$ cat src/design/bpa_pkg.sv
`timescale 1ns / 1ps
// ----------------------------------------------------------------------------
// bpa_pkg
// Shared constants for the buddy page allocator: default sizes, request
// codes and status codes.
// ----------------------------------------------------------------------------
package bpa_pkg;

  localparam int LEVELS_DEF     = 11;
  localparam int PAGES_DEF      = 4096;
  localparam int PAGE_ORDER_DEF = 12;

  localparam logic [1:0] OP_ALLOC = 2'd0;
  localparam logic [1:0] OP_FREE  = 2'd1;
  localparam logic [1:0] OP_ADD   = 2'd2;

  localparam logic [1:0] ST_OK       = 2'd0;
  localparam logic [1:0] ST_TOO_BIG  = 2'd1;
  localparam logic [1:0] ST_NO_BLOCK = 2'd2;

endpackage

$ cat src/design/bpa_calc.sv
`timescale 1ns / 1ps
// ----------------------------------------------------------------------------
// bpa_calc
// Level arithmetic: rounds a byte size to a block level and finds the
// largest aligned block that fits at the front of a page range.
// ----------------------------------------------------------------------------
module bpa_calc #(
  parameter int LEVELS     = bpa_pkg::LEVELS_DEF,
  parameter int PAGES      = bpa_pkg::PAGES_DEF,
  parameter int PAGE_ORDER = bpa_pkg::PAGE_ORDER_DEF,
  localparam int SW = PAGE_ORDER + LEVELS,
  localparam int PW = $clog2(PAGES),
  localparam int NW = PW + 1,
  localparam int LW = $clog2(LEVELS)
) (
  input  logic [SW-1:0] size_bytes,
  input  logic [NW-1:0] start_pg,
  input  logic [NW-1:0] end_pg,
  output logic [LW-1:0] size_lv,
  output logic          too_big,
  output logic [LW-1:0] best_lv
);

  always_comb begin
    size_lv = LW'(LEVELS - 1);
    for (int i = LEVELS - 1; i >= 0; i--) begin
      if ({1'b0, size_bytes} <= ((SW + 1)'(1) << (PAGE_ORDER + i))) begin
        size_lv = LW'(i);
      end
    end
  end

  assign too_big = size_bytes > (SW'(1) << (SW - 1));

  // Larger levels are tested last so that they win.
  always_comb begin
    best_lv = '0;
    for (int i = 1; i < LEVELS; i++) begin
      if (({1'b0, start_pg} + ((NW + 1)'(1) << i)) <= {1'b0, end_pg} &&
          (start_pg & ((NW'(1) << i) - NW'(1))) == '0) begin
        best_lv = LW'(i);
      end
    end
  end

endmodule
$ cat config.mk
export PLATFORM = sky130hd
export DESIGN_NAME = bpa_calc
export DESIGN_NICKNAME = d
export VERILOG_FILES = /design/src/design/bpa_pkg.sv /design/src/design/bpa_calc.sv
export SDC_FILE = /design/constraint.sdc
export NUM_CORES = 1
export LEC_CHECK = 0
export BUFFER_PORTS_ARGS = -buffer_cell sky130_fd_sc_hd__buf_2
export CAP_MARGIN = 0
export CORE_ASPECT_RATIO = 1.25
export CORE_UTILIZATION = 61
export DETAILED_ROUTE_END_ITERATION = 6
export GPL_TIMING_DRIVEN = 0
export PLACE_DENSITY_LB_ADDON = 0.08
export REMOVE_ABC_BUFFERS = 1
export SYNTH_ARGS = -nofsm -noshare
export SYNTH_HDL_FRONTEND = slang
export SYNTH_SLANG_ARGS = --single-unit
$ cat constraint.sdc
create_clock -name vclk -period 4.9
set_input_delay 0.735 -clock vclk [all_inputs]
set_output_delay 0.735 -clock vclk [all_outputs]
set_load 0.02 [all_outputs]
==> run summary <==
Placer Congestion -> 0.9872
Internal -> 0.0001467 W
Max stage delay cell, worst path -> ha_2
Post-Syn Area -> 3610 um^2
relative slew slack -> 0.4663
post-synthesis mux area share -> 0.002773
Die Span Y -> 88.01 um
dominant cell type by area after synthesis -> ha_1
area growth from synthesis to layout -> 9.497%
critical path arrival -> 3.91 ns
Crit path largest cell delay -> 0.45 ns
max cap viols -> 0
first-pass GRT wire length -> 16.22 mm
crit path max fanout -> 14
ant diodes -> 0
# IOs -> 58
Total Power -> 0.0003538 W
Buf/Inv on CP -> 2
switching share of power -> 0.5855
Multi-input gate area -> 3453 um^2
Syn Area/Cell -> 7.367 um^2
Critical Path End -> best_lv[0]
CP startpoint -> start_pg[7]
Die ar. -> 6231 um^2
Final Critical Period -> 4.647 ns
Post-Synth XOR/XNOR Area -> 0.1334
share of layout cells above drive strength 1 -> 0.1469
Post-Synth Adder-Cell Area -> 0.3501
Initial Utilization -> 0.6498
Clk pwr share -> 0
Flop pwr share -> 0
CP top delay family -> compound AO/OA/AOI/OAI gates
Placed Area -> 3915 um^2
critical path launch point type -> input port
Max Slew Vio Count -> 0
vias in the first global route -> 3529
grt met3 use -> 0.01496
Hold WC Path Type -> input port to output port
worst slew pin tran -> 0.7988 ns
Commonest cells post-synth -> ha_1 (101), nand2_1 (41), xnor2_1 (40)
RSZ-0062 raised after global routing -> false
register area share after synthesis -> 0
FF+latch area -> 0 um^2
fin crit share -> 0.9483
Fill cells -> 522
wire length per cell -> 16.37 um
leakage -> 1.870 nW
maximum clock frequency -> 0.2152 GHz
design area -> 3953 um^2
Crit path depth -> 13
clkbuf count -> 0
top post-synthesis cells by area -> ha_1 (35%), xnor2_1 (9.7%), nand2_1 (4.3%)
Unique masters post-synth -> 64
Initial DRT Pass Iterations -> 7
Routed WL -> 9.739 mm
gr usage total -> 0.3181
I/O Buffers -> 58
Final Hold Viols -> 0
yosys warns -> 0
Top cell by count, worst path -> buf_2
met1 GRT Util -> 0.4083
Iter 0 DRT Violations -> 254
Rows -> 30
total congestion overflow -> 0
GRT met2 Usage -> 0.5804
post-layout net count -> 683
Synth Area in Simple Gates -> 0.2482
vias per cell -> 6.412
Synth Area in Compound Gates -> 0.2132
utilization after layout -> 0.7115
Vias -> 3815
CP cell instances -> buf_2 -> ha_2 -> nand4_1 -> xnor2_1 -> ha_1 -> nand3_1 -> or3_1 -> o21ai_0 -> o21ba_2 -> o21bai_2 -> o221ai_1 -> a221oi_2 -> buf_2
status -> finished clean
Die Width -> 70.81 um
dpl hpwl -> 7.857 mm
Comb power frac -> 1.000
WS Path Type -> input port to output port
reported net switching power -> 0.0002071 W
Crit. End Element -> output port
Synth top area share -> 0.3501
Seq cells -> 0
largest net degree at the start of global routing -> 16
main combinational cell family by area after synthesis -> adder cells
Pwr Density -> 89.51 nW/um^2
GR peak layer -> met2
post-route ant nets -> 0
setup violators final -> 0
core box area -> 5555 um^2
worst-case vdd ir drop -> 0.00005696 V
DRC Markers -> 0
cell count after synthesis -> 490
antenna violations before repair -> 0
hold slack -> 1.819 ns
most frequent cell after synthesis -> ha_1
required time worst endpoint -> 4.16 ns
## cells in the final DEF (no fill, tap or decap), types with 15 or more instances in the layout
cell type / count
ha_1: 94
buf_2: 56
nand2_1: 41
xnor2_1: 40
inv_1: 33
a21oi_1: 30
nand3_1: 28
nor2_1: 28
nand4_1: 23
o21ai_0: 17
xor2_1: 15
## tightest hold or removal path, cell delays in order
cell	delay, ns
buf_2	0.11
o21ai_0	0.08
buf_2	0.15
## through the flow
| stage | setup WS (ns) | cells | setup TNS, ns |
|---|---|---|---|
| detailed placement | -0.06721 | 595 | -0.09973 |
| CTS | 0.03734 | 595 | 0 |
| finish | 0.2533 | 595 | 0 |
| global placement | -0.04508 | 595 | -0.04508 |
| floorplan | 0.9274 | 473 | 0 |
| global route | 0.09248 | 595 | 0 |
## routing by layer
| metal | vias to the layer above | share of wire |
|---|---|---|
| li1 | 1895 | - |
| met1 | 1758 | 0.45 |
| met2 | 143 | 0.48 |
| met3 | 19 | 0.054 |
| met4 | 0 | 0.022 |
| met5 | - | 0 |
## final cells by class
type,instances,area share
inverters,33,0.03134
multi-input cells,440,0.8737
well taps,64,0.02026
repair buffers,58,0.07471
## power by group through the flow
stage,Combinational (W),Sequential (W),Clock [W]
finish,0.000354,0,0
global route,0.000400,0,0
CTS,0.000347,0,0
detailed placement,0.000344,0,0
global placement,0.000333,0,0
floorplan,0.000237,0,0
## timing repair
item,CTS,global route
gates resized for setup,1,11
hold buffers,0,0
setup endpoints to repair,2,3
hold endpoints to repair,0,0
buffers inserted,0,0
## kinds of logic after synthesis
family,Yosys count
AOI/OAI and AO/OA,111
xor gates and xnor gates,55
adders and majority gates,101
buffers and inverters,50
muxes,1
and+or+nand+nor,172
## how the worst min path moves through the flow
stage	from	end	slack (ns)	cells after the start
5_1_grt	size_bytes[22]	size_lv[0]	1.82	3
4_1_cts	size_bytes[22]	size_lv[0]	1.81	3
3_5_place_dp	size_bytes[22]	size_lv[0]	1.81	3
6_report	size_bytes[22]	size_lv[0]	1.82	3
2_1_floorplan	size_bytes[22]	too_big	1.62	1
3_3_place_gp	size_bytes[22]	size_lv[0]	1.82	3
Power figures use the tool's default switching activity.
